**src/design/bsle_pkg.sv**
```systemverilog
package bsle_pkg;

    localparam int DEPTH   = 64;
    localparam int IDX_W   = $clog2(DEPTH);
    localparam int CNT_W   = $clog2(DEPTH + 1);
    localparam int DATA_W  = 32;
    localparam int OP_W    = 3;
    localparam int POS_W   = 6;
    localparam int FOUND_W = 7;
    localparam int COUNT_W = 7;
    localparam int CMP_W   = (POS_W > CNT_W) ? POS_W : CNT_W;

    localparam logic [FOUND_W-1:0] FOUND_NONE = '1;

    typedef enum logic [OP_W-1:0] {
        OP_PUSH_FRONT = 3'd0,
        OP_PUSH_REAR  = 3'd1,
        OP_POP_FRONT  = 3'd2,
        OP_POP_REAR   = 3'd3,
        OP_INSERT     = 3'd4,
        OP_REMOVE     = 3'd5,
        OP_FIND       = 3'd6
    } op_t;

    typedef enum logic [1:0] {
        ST_OK    = 2'd0,
        ST_EMPTY = 2'd1,
        ST_FULL  = 2'd2,
        ST_RANGE = 2'd3
    } status_t;

endpackage

```
**src/design/bounded_sequence_list_engine.sv**
```systemverilog
// Timing: push rear and rejected requests strobe done in the cycle after the start beat;
// pop rear reads memory into a register, passes S_RDW and then registers done. Push front,
// insert, pop front, remove and find move or scan one stored element per cycle.
// Throughput: one beat at a time, busy high until done except for push rear and rejects;
// the memory does one read and one write per cycle. The receiver cannot stall results.
// Reset: rst_n clears the list to empty and the sequencer to idle; memory is not cleared.
module bounded_sequence_list_engine
    import bsle_pkg::*;
(
    input  logic                      clk,
    input  logic                      rst_n,
    input  logic                      start,
    output logic                      busy,
    input  logic [OP_W-1:0]           operation,
    input  logic [POS_W-1:0]          position,
    input  logic signed [DATA_W-1:0]  data_value,
    output logic                      done,
    output logic signed [DATA_W-1:0]  popped_value,
    output logic signed [FOUND_W-1:0] found_index,
    output logic [1:0]                status,
    output logic [COUNT_W-1:0]        element_count
);

    typedef enum logic [2:0] {
        S_IDLE,
        S_SHR,
        S_SHL,
        S_SCAN,
        S_RDW
    } state_t;

    state_t                     state_reg, state_next;
    op_t                        op_reg, op_next;
    logic [IDX_W-1:0]           lo_reg, lo_next;
    logic signed [DATA_W-1:0]   val_reg, val_next;
    logic [CNT_W-1:0]           cnt_reg, cnt_next;
    logic [IDX_W-1:0]           cur_reg, cur_next;
    logic [CNT_W-1:0]           left_reg, left_next;
    logic                       pend_reg, pend_next;
    logic [IDX_W-1:0]           paddr_reg, paddr_next;
    logic signed [DATA_W-1:0]   popped_reg, popped_next;
    logic [FOUND_W-1:0]         found_reg, found_next;
    status_t                    status_reg, status_next;
    logic                       done_reg, done_next;

    logic signed [DATA_W-1:0]   store_mem [DEPTH];
    logic signed [DATA_W-1:0]   rd_data_reg;
    logic                       wr_en;
    logic [IDX_W-1:0]           wr_addr;
    logic signed [DATA_W-1:0]   wr_data;
    logic                       rd_en;
    logic [IDX_W-1:0]           rd_addr;

    logic                       is_full;
    logic                       is_empty;
    logic                       pos_out;

    assign is_full  = (cnt_reg == CNT_W'(DEPTH));
    assign is_empty = (cnt_reg == '0);
    assign pos_out  = (CMP_W'(position) >= CMP_W'(cnt_reg));

    always_comb
    begin
        state_next  = state_reg;
        op_next     = op_reg;
        lo_next     = lo_reg;
        val_next    = val_reg;
        cnt_next    = cnt_reg;
        cur_next    = cur_reg;
        left_next   = left_reg;
        pend_next   = pend_reg;
        paddr_next  = paddr_reg;
        popped_next = popped_reg;
        found_next  = found_reg;
        status_next = status_reg;
        done_next   = 1'b0;
        wr_en       = 1'b0;
        wr_addr     = paddr_reg;
        wr_data     = rd_data_reg;
        rd_en       = 1'b0;
        rd_addr     = cur_reg;

        unique case (state_reg)
            S_IDLE:
            begin
                if (start)
                begin
                    op_next     = op_t'(operation);
                    lo_next     = IDX_W'(position);
                    val_next    = data_value;
                    popped_next = '0;
                    found_next  = FOUND_NONE;
                    status_next = ST_OK;
                    pend_next   = 1'b0;
                    case (op_t'(operation))
                        OP_PUSH_FRONT:
                        begin
                            if (is_full)
                            begin
                                status_next = ST_FULL;
                                done_next   = 1'b1;
                            end
                            else
                            begin
                                lo_next    = '0;
                                cur_next   = IDX_W'(cnt_reg - 1'b1);
                                left_next  = cnt_reg;
                                state_next = S_SHR;
                            end
                        end
                        OP_PUSH_REAR:
                        begin
                            if (is_full)
                            begin
                                status_next = ST_FULL;
                            end
                            else
                            begin
                                wr_en    = 1'b1;
                                wr_addr  = IDX_W'(cnt_reg);
                                wr_data  = data_value;
                                cnt_next = cnt_reg + 1'b1;
                            end
                            done_next = 1'b1;
                        end
                        OP_POP_FRONT:
                        begin
                            if (is_empty)
                            begin
                                status_next = ST_EMPTY;
                                done_next   = 1'b1;
                            end
                            else
                            begin
                                cur_next   = '0;
                                left_next  = cnt_reg;
                                state_next = S_SHL;
                            end
                        end
                        OP_POP_REAR:
                        begin
                            if (is_empty)
                            begin
                                status_next = ST_EMPTY;
                                done_next   = 1'b1;
                            end
                            else
                            begin
                                rd_en      = 1'b1;
                                rd_addr    = IDX_W'(cnt_reg - 1'b1);
                                state_next = S_RDW;
                            end
                        end
                        OP_INSERT:
                        begin
                            if (pos_out)
                            begin
                                status_next = ST_RANGE;
                                done_next   = 1'b1;
                            end
                            else if (is_full)
                            begin
                                status_next = ST_FULL;
                                done_next   = 1'b1;
                            end
                            else
                            begin
                                cur_next   = IDX_W'(cnt_reg - 1'b1);
                                left_next  = cnt_reg - CNT_W'(position);
                                state_next = S_SHR;
                            end
                        end
                        OP_REMOVE:
                        begin
                            if (is_empty)
                            begin
                                status_next = ST_EMPTY;
                                done_next   = 1'b1;
                            end
                            else if (pos_out)
                            begin
                                status_next = ST_RANGE;
                                done_next   = 1'b1;
                            end
                            else
                            begin
                                cur_next   = IDX_W'(position) + 1'b1;
                                left_next  = cnt_reg - CNT_W'(position) - 1'b1;
                                state_next = S_SHL;
                            end
                        end
                        OP_FIND:
                        begin
                            if (is_empty)
                            begin
                                done_next = 1'b1;
                            end
                            else
                            begin
                                cur_next   = '0;
                                left_next  = cnt_reg;
                                state_next = S_SCAN;
                            end
                        end
                        default:
                        begin
                            done_next = 1'b1;
                        end
                    endcase
                end
            end

            S_SHR:
            begin
                if (pend_reg)
                begin
                    wr_en   = 1'b1;
                    wr_addr = paddr_reg + 1'b1;
                    wr_data = rd_data_reg;
                end
                if (left_reg != '0)
                begin
                    rd_en      = 1'b1;
                    pend_next  = 1'b1;
                    paddr_next = cur_reg;
                    cur_next   = cur_reg - 1'b1;
                    left_next  = left_reg - 1'b1;
                end
                else
                begin
                    pend_next = 1'b0;
                    if (!pend_reg)
                    begin
                        wr_en      = 1'b1;
                        wr_addr    = lo_reg;
                        wr_data    = val_reg;
                        cnt_next   = cnt_reg + 1'b1;
                        done_next  = 1'b1;
                        state_next = S_IDLE;
                    end
                end
            end

            S_SHL:
            begin
                if (pend_reg)
                begin
                    if (op_reg == OP_POP_FRONT && paddr_reg == '0)
                    begin
                        popped_next = rd_data_reg;
                    end
                    else
                    begin
                        wr_en   = 1'b1;
                        wr_addr = paddr_reg - 1'b1;
                        wr_data = rd_data_reg;
                    end
                end
                if (left_reg != '0)
                begin
                    rd_en      = 1'b1;
                    pend_next  = 1'b1;
                    paddr_next = cur_reg;
                    cur_next   = cur_reg + 1'b1;
                    left_next  = left_reg - 1'b1;
                end
                else
                begin
                    pend_next = 1'b0;
                    if (!pend_reg)
                    begin
                        cnt_next   = cnt_reg - 1'b1;
                        done_next  = 1'b1;
                        state_next = S_IDLE;
                    end
                end
            end

            S_SCAN:
            begin
                if (pend_reg && rd_data_reg == val_reg)
                begin
                    found_next = FOUND_W'(paddr_reg);
                    pend_next  = 1'b0;
                    left_next  = '0;
                    done_next  = 1'b1;
                    state_next = S_IDLE;
                end
                else if (left_reg != '0)
                begin
                    rd_en      = 1'b1;
                    pend_next  = 1'b1;
                    paddr_next = cur_reg;
                    cur_next   = cur_reg + 1'b1;
                    left_next  = left_reg - 1'b1;
                end
                else
                begin
                    pend_next  = 1'b0;
                    done_next  = 1'b1;
                    state_next = S_IDLE;
                end
            end

            S_RDW:
            begin
                popped_next = rd_data_reg;
                cnt_next    = cnt_reg - 1'b1;
                done_next   = 1'b1;
                state_next  = S_IDLE;
            end

            default:
            begin
                state_next = S_IDLE;
            end
        endcase
    end

    always_ff @(posedge clk or negedge rst_n)
    begin
        if (!rst_n)
        begin
            state_reg  <= S_IDLE;
            cnt_reg    <= '0;
            left_reg   <= '0;
            pend_reg   <= 1'b0;
            done_reg   <= 1'b0;
            status_reg <= ST_OK;
            found_reg  <= FOUND_NONE;
            popped_reg <= '0;
        end
        else
        begin
            state_reg  <= state_next;
            cnt_reg    <= cnt_next;
            left_reg   <= left_next;
            pend_reg   <= pend_next;
            done_reg   <= done_next;
            status_reg <= status_next;
            found_reg  <= found_next;
            popped_reg <= popped_next;
        end
    end

    always_ff @(posedge clk)
    begin
        op_reg    <= op_next;
        lo_reg    <= lo_next;
        val_reg   <= val_next;
        cur_reg   <= cur_next;
        paddr_reg <= paddr_next;
    end

    always_ff @(posedge clk)
    begin
        if (wr_en)
        begin
            store_mem[wr_addr] <= wr_data;
        end
        if (rd_en)
        begin
            rd_data_reg <= store_mem[rd_addr];
        end
    end

    assign busy          = (state_reg != S_IDLE);
    assign done          = done_reg;
    assign popped_value  = popped_reg;
    assign found_index   = found_reg;
    assign status        = status_reg;
    assign element_count = COUNT_W'(cnt_reg);

    a_count_bound: assert property (@(posedge clk) disable iff (!rst_n)
        cnt_reg <= CNT_W'(DEPTH))
        else $error("element count exceeds the list depth");

    a_count_step: assert property (@(posedge clk) disable iff (!rst_n)
        !$stable(cnt_reg) |-> (cnt_reg == $past(cnt_reg) + 1'b1 ||
                               cnt_reg == $past(cnt_reg) - 1'b1))
        else $error("element count changed by more than one");

    a_full_status: assert property (@(posedge clk) disable iff (!rst_n)
        done_reg && status_reg == ST_FULL |-> cnt_reg == CNT_W'(DEPTH))
        else $error("full status reported on a list that is not full");

    a_empty_status: assert property (@(posedge clk) disable iff (!rst_n)
        done_reg && status_reg == ST_EMPTY |-> cnt_reg == '0 && popped_reg == '0)
        else $error("empty status reported on a list that holds elements");

    a_idle_no_work: assert property (@(posedge clk) disable iff (!rst_n)
        state_reg == S_IDLE |-> left_reg == '0 && !pend_reg)
        else $error("sequencer idle with element moves outstanding");

endmodule
```
**config.mk**
```make
export PLATFORM = sky130hd
export DESIGN_NAME = bounded_sequence_list_engine
export DESIGN_NICKNAME = d
export VERILOG_FILES = /design/src/design/bsle_pkg.sv /design/src/design/bounded_sequence_list_engine.sv
export SDC_FILE = /design/constraint.sdc
export NUM_CORES = 2
export LEC_CHECK = 0
export BUFFER_PORTS_ARGS = -buffer_cell sky130_fd_sc_hd__buf_2
export CORE_ASPECT_RATIO = 0.8
export CORE_MARGIN = 2
export CORE_UTILIZATION = 50
export DETAILED_ROUTE_END_ITERATION = 6
export PLACE_DENSITY = 0.65
export SYNTH_ARGS = -nofsm -noshare
export SYNTH_HDL_FRONTEND = slang
export SYNTH_SLANG_ARGS = --single-unit
```
**constraint.sdc**
```tcl
create_clock -name clk -period 14.08 [get_ports clk]
set_input_delay 2.816 -clock clk [delete_from_list [all_inputs] [get_ports clk]]
set_output_delay 2.816 -clock clk [all_outputs]
set_load 0.01 [all_outputs]
```
## Yosys cells after proc, flatten, opt, wreduce, memory -nomap -nowiden

Memory sizes are Yosys's and may differ from the RTL's. A register that Yosys moved wholly into a read port is not among the register bits.
Cells that the tools add are included.

| storage, ports and cells | value |
|---|---|
| register bits | 113 |
| latch bits | 0 |
| memory bits (writable) | 2,048 |
| memory bits (read-only) | 0 |
| bits of input ports | 44 |
| logic and storage cells | 204 |
| memories | 1 |

| operators by class | value |
|---|---|
| $add $sub $neg | 10 |
| multipliers | 0 |
| div/mod/pow operators | 0 |
| order comparisons | 1 |
| equal/unequal tests | 39 |
| shift operators | 0 |
| muxes and demuxes | 112 |
| bitwise gates (word level) | 0 |
| reduce and logical (&&, ||, !) cells | 28 |

Memory list:

| name | words | width | read ports | clocked after Yosys merged registers in | write ports | RTL line | RTL |
|---|---|---|---|---|---|---|---|
| store_mem | 64 | 32 | 1 | 1 | 1 | bounded_sequence_list_engine.sv:46 | `logic signed [DATA_W-1:0] store_mem [DEPTH];` |

Operators with widths:

| cell | number |
|---|---|
| two-way mux 32 bit | 8 |
| two-way mux 6 bit | 25 |
| two-way mux 7 bit | 18 |
| one-hot mux 32 bit (3 select lines) | 1 |
| one-hot mux 32 bit (2 select lines) | 1 |
| one-hot mux 7 bit (4 select lines) | 2 |
| one-hot mux 6 bit (4 select lines) | 2 |
| two-way mux 3 bit | 12 |
| equality test 32 bit | 1 |
| inequality test 3 bit, second input constant | 10 |
| two-way mux 1 bit | 27 |
| inequality test 2 bit, second input constant | 13 |
| one-hot mux 7 bit (3 select lines) | 1 |
| subtractor 7 x 1 -> 7 bit, second input constant | 3 |
| adder 6 x 1 -> 6 bit, second input constant | 3 |
| one-hot mux 3 bit (6 select lines) | 1 |
| one-hot mux 6 bit (3 select lines) | 1 |
| AND reduction 9 bit | 2 |
| equality test 3 x 2 -> 1 bit, second input constant | 5 |
| one-hot mux 7 bit (2 select lines) | 1 |
| equality test 3 bit, second input constant | 4 |
| one-hot mux 6 bit (2 select lines) | 1 |
| subtractor 6 x 1 -> 6 bit, second input constant | 2 |
| AND reduction 11 bit | 1 |
| 27 further kinds | 45 |

## Longest topological paths before layout

| logic depth | value |
|---|---|
| depth after elaboration | 7 |
| gate-level depth with buffers | 15 |
| gate-level depth less buffers | 11 |

## Least setup slack after synthesis

OpenSTA, ideal clock, no wires.

| timing path | value |
|---|---|
| path kind | input to register |
| start point | input operation[0] |
| end point | memory store_mem[10][0], enable pin |
| library setup time | 421 ps |
| arrival | 6,230 ps |
| slack | 7,429 ps |
| stages on the path | 11 |
| path through | clkbuf_1 nand4bb_1 a31oi_1 nor2b_1 clkbuf_1 nand2_1 o2111ai_1 nand2b_1 or3_1 clkbuf_1 nor2_1 |

| between the ends | value |
|---|---|
| cells in the longest elaborated chain, start to end | 6 |
| elaborated cells on any way between the ends | 9 |
| classes of those cells | eq/ne (1); mux (8) |

Ends and longest elaborated chain:

| item | RTL line | RTL |
|---|---|---|
| start, declared | bounded_sequence_list_engine.sv:14 | `input logic [OP_W-1:0] operation,` |
| equality test 3 x 1 -> 1 bit * | bounded_sequence_list_engine.sv:95 | `case (op_t'(operation))` |
| two-way mux 1 bit | bounded_sequence_list_engine.sv:95 |  |
| two-way mux 1 bit | bounded_sequence_list_engine.sv:86 | `if (start)` |
| one-hot mux 1 bit (3 select lines) | bounded_sequence_list_engine.sv:83 | `unique case (state_reg)` |
| two-way mux 1 bit | bounded_sequence_list_engine.sv:357 | `if (wr_en)` |
| two-way mux 1 bit (not written as such) | bounded_sequence_list_engine.sv:359 | `store_mem[wr_addr] <= wr_data;` |
| end, declared | bounded_sequence_list_engine.sv:46 |  |

Every way passes the cells marked *; elsewhere a longest branch is shown, timed or not.

## Worst setup path in the final report

| timing path | value |
|---|---|
| start point | input start |
| end point | register rd_data_reg[8] (read register of store_mem) (data pin) |

| between the ends | value |
|---|---|
| cells in the longest elaborated chain, start to end | 2 |
| elaborated cells on any way between the ends | 4 |
| classes of those cells | mux (4) |

Ends and longest elaborated chain:

| item | RTL line | RTL |
|---|---|---|
| start, declared | bounded_sequence_list_engine.sv:12 | `input logic start,` |
| two-way mux 1 bit / two-way mux 6 bit (equally long branches) | bounded_sequence_list_engine.sv:86 |  |
| one-hot mux 1 bit (3 select lines) / two-way mux 6 bit (equally long branches) | bounded_sequence_list_engine.sv:83 |  |
| end, declared | bounded_sequence_list_engine.sv:47 | `logic signed [DATA_W-1:0] rd_data_reg;` |

Several ways; a longest one is shown, not always the timed one.
A chain may end at the register's enable or synchronous reset.

==> flow_summary_export.csv <==
group,metric,value,unit
grt,antenna_found_initial,16,
setup_path,critical_path_class,"in -> reg",
layout,largest_register_ffs,2048,
cts,post_cts_buffers,0,
logic_synthesis,synth_top_area_share,72.9,%
layout,fillers,13700,
setup_path,crit_fanout,145,
setup_path,reg2reg_from,"element_count[0]$_DFFE_PN0P_",
cts,cts-root-buf,"clkbuf_16",
cts,h-tree-depth,4,
setup_path,rr_endpoint,"rd_data_reg[0]$_DFFE_PP_",
drt,vias,57000,
setup_path,cp-end-kind,"flip-flop",
logic_synthesis,netlist_area,0.0878,mm2
timing,setup_viol,0,
drt,drtIter0Drc,9209,
cts,cts_tree,"done",
grt,grt_pass1_wl,383,mm
worst_hold_path,worstHoldPathCells,2,
setup_path,cpPeakStageDelay,1.05,ns
place,portBuffers,93,
logic_synthesis,avgSynthCellArea,13.4,um2
layout,final_nets,6683,
setup_path,cp.arrival,8.37,ns
timing,rsz0062_at_grt,"false",
timing,fin_setup_tns,0,ns
drt,routedWlPerCell,29.5,um
logic_synthesis,synth-seq-cells,2193,
drt,firstDrtPassIters,6,
worst_hold_path,hp-class,"reg -> reg",
worst_hold_path,min-delay-start,"popped_value[17]$_DFFE_PN0P_",
logic_synthesis,synth_ff_type,"edfxtp_1",
drt,antenna_left,0,
setup_path,critPathRequiredTime,14.77,ns
setup_path,crit_top_cell,"a31oi_1",
floorplan,fp.dieH,379,um
logic_synthesis,yosysUniqueCellTypes,82,
flow_run,max-cap-violations,1,
power,finalPower,23.6,mW
cts,cts_resized,0,
setup_path,path_buf_inv,3,
logic_synthesis,yosys.area.top_type,"edfxtp_1",
grt,grt_max_degree,189,
setup_path,crit_slowest_cell,"a31oi_1",
logic_synthesis,seq_area_frac_synth,74.7,%
timing,max_freq,0.130,GHz
floorplan,design.die.area,0.179,mm2
logic_synthesis,synthArstFlopShare,2.74,%
cts,cts_buffers,204,
timing,clock_skew,0.0409,ns
layout,regMostFlops,"store_mem",
drt,remaining_drc_errors,0,
power,power_density,241,mW/mm2
logic_synthesis,synthCells,6563,
floorplan,start_util,50.4,%
timing,hold_violations,0,
power,leakagePower,33.2,nW
timing,worst_slew_pin_slew,1.50,ns
setup_path,cp_cell_sequence,"buf_2, or4b_1, a211o_1, a21oi_4, buf_4, buf_12, nand2_1, a31oi_1, nand4_1, a31oi_1, a221o_1",
layout,final_cell_area,0.0979,mm2
place,place_area,0.0915,mm2
setup_path,startpoint_type,"input port",
power,ir_drop,0.218,mV
grt,grt_pass1_vias,53200,
timing,period_needed,7.68,ns
grt,track_usage,29.8,%
layout,syn_to_final_growth,11.5,%
place,gp_congestion,0.905,
floorplan,io_pins,94,
cts,holdBufCountCts,0,
status,violations,"capacitance limit, slew limit",
logic_synthesis,ys_warn_count,0,
setup_path,reg2reg_slack,7.50,ns
cts,cts_sinks,2193,
floorplan,die_x,473,um
cts,cts.path.max_buffers,3,
logic_synthesis,synth_area_leaders,"edfxtp_1, nand2_1, nand3_1",
setup_path,cpLargestDelayFamily,"compound AO/OA/AOI/OAI gates",
cts,path_clk_slew,0.07,ns
logic_synthesis,syn_nets,6626,
status,status,"finished with violations",
layout,drive_gt1_share,10.9,%
drt,via_per_inst,6.27,
timing,post-route-period-util,54.6,%
floorplan,core_area,0.174,mm2
drt,wirelength,268,mm
timing,maxSlewViolCount,3,
setup_path,worst-path-stages,11,
place,place_hpwl,147,mm
grt,grt_overflow,0,
floorplan,rows,137,
logic_synthesis,synth-edff-count,2133,
setup_path,rr_worst_depth,14,
worst_hold_path,min_to,"popped_value[17]$_DFFE_PN0P_",
cts,insertion_delay,0.85,ns
timing,slew_headroom,-0.792,%
cells in the final DEF, fill, tap and decap left out, types with 33 or more instances in the layout:
| cell type | synthesis | routed |
|---|---|---|
| edfxtp_1 | 2133 | 2133 |
| nand2_1 | 1859 | 1826 |
| nand3_1 | 1043 | 1043 |
| clkbuf_16 | 0 | 210 |
| a31oi_1 | 164 | 164 |
| buf_4 | 12 | 160 |
| nand4_1 | 109 | 109 |
| mux2i_1 | 109 | 108 |
| buf_2 | 100 | 93 |
| nor2_4 | 0 | 68 |
| a22oi_1 | 63 | 63 |
| nor2_1 | 128 | 61 |
| mux4_2 | 57 | 57 |
| clkinv_1 | 0 | 54 |
| dfrtp_1 | 53 | 53 |
| xnor2_1 | 50 | 50 |
| clkbuf_1 | 249 | 48 |
| a21oi_1 | 43 | 41 |
| o2111ai_1 | 35 | 35 |
| clkinv_2 | 0 | 33 |
cells in the mapped netlist, drive strengths merged, types with 3 or more instances:
| master | number |
|---|---|
| o22ai | 8 |
| a21oi | 43 |
| o31ai | 5 |
| a221o | 32 |
| inv | 34 |
| o211ai | 4 |
| a211oi | 3 |
| dfrtp | 53 |
| nand3 | 1043 |
| a21o | 7 |
| nor2b | 6 |
| a221oi | 8 |
| a22o | 5 |
| xnor2 | 50 |
| mux2i | 109 |
| o21ai | 35 |
| edfxtp | 2133 |
| ha | 17 |
| nand2 | 1859 |
| mux2 | 7 |
| a22oi | 63 |
| clkbuf | 249 |
| or2 | 5 |
| dfstp | 7 |
| nor3 | 21 |
| nand4 | 109 |
| xor2 | 14 |
| nor2 | 131 |
| nor4 | 4 |
| and2 | 6 |
| buf | 160 |
| nand2b | 10 |
| a21boi | 4 |
| a31oi | 164 |
| o2111ai | 35 |
| o21a | 4 |
| or3 | 5 |
| mux4 | 57 |
| nor3b | 8 |
| o311ai | 3 |
| and3 | 4 |
power by group:
group	switching [mW]	internal, mW	total (mW)
clock network	2.40	3.01	5.41
logic	6.94	2.02	8.96
registers	0.393	8.83	9.22
total	9.73	13.9	23.6
kinds of logic (layout without fill, tap and decap cells):
family          after synthesis  in the layout  synth area share [%]
xor+xnor                     64             64                 0.638
other cells                   0              5                     0
mux                         173            173                  2.79
flops                      2193           2193                  74.7
buf+inv                     443            671                  2.17
simple gates               3224           3224                  15.9
compound gates              447            447                  3.58
fa+ha+maj                    19             19                 0.288
metrics by stage:
stage                     setup WS, ns  utilization [%]  hold slack [ns]  cells
after floorplan                   7.43                -            0.465   6563
after global placement            5.58             52.5            0.448   8706
after detailed placement          5.75             52.5            0.454   8707
after CTS                         6.64             56.2            0.469   9084
after global routing              6.32             56.2            0.493   9085
final                             6.40             56.2            0.464   9089
cell type report:
class	instances	area [um2]	area share (%)
Timing Repair Buffer	260	1810	1.85
Tap cell	2293	2870	2.93
Clock buffer	261	5480	5.59
Sequential cell	2193	65600	67.0
Clock inverter	116	962	0.983
Antenna cell	5	12.5	0.0128
Inverter	34	128	0.130
Multi-Input combinational cell	3927	21100	21.5
worst min-delay path, stage by stage, from the launching register on:
cell     delay [ns]
dfrtp_1        0.34
nand2_1        0.05
nand2_1        0.05
metal layers:
| metal | track usage, % | wire length (um) |
|---|---|---|
| met1 | 43.0 | 107000 |
| met4 | 8.74 | 7530 |
| met3 | 8.93 | 36700 |
| met2 | 43.8 | 117000 |
| met5 | 0 | 69 |
how the worst max path moves through the flow:
stage,startpoint,endpoint
CTS,start,rd_data_reg[26]$_DFFE_PP_
global placement,start,rd_data_reg[31]$_DFFE_PP_
global route,start,rd_data_reg[1]$_DFFE_PP_
floorplan,operation[0],store_mem[10][0]$_DFFE_PP_
detailed placement,start,rd_data_reg[1]$_DFFE_PP_
finish,start,rd_data_reg[8]$_DFFE_PP_
(Power assumes the default switching activity.)
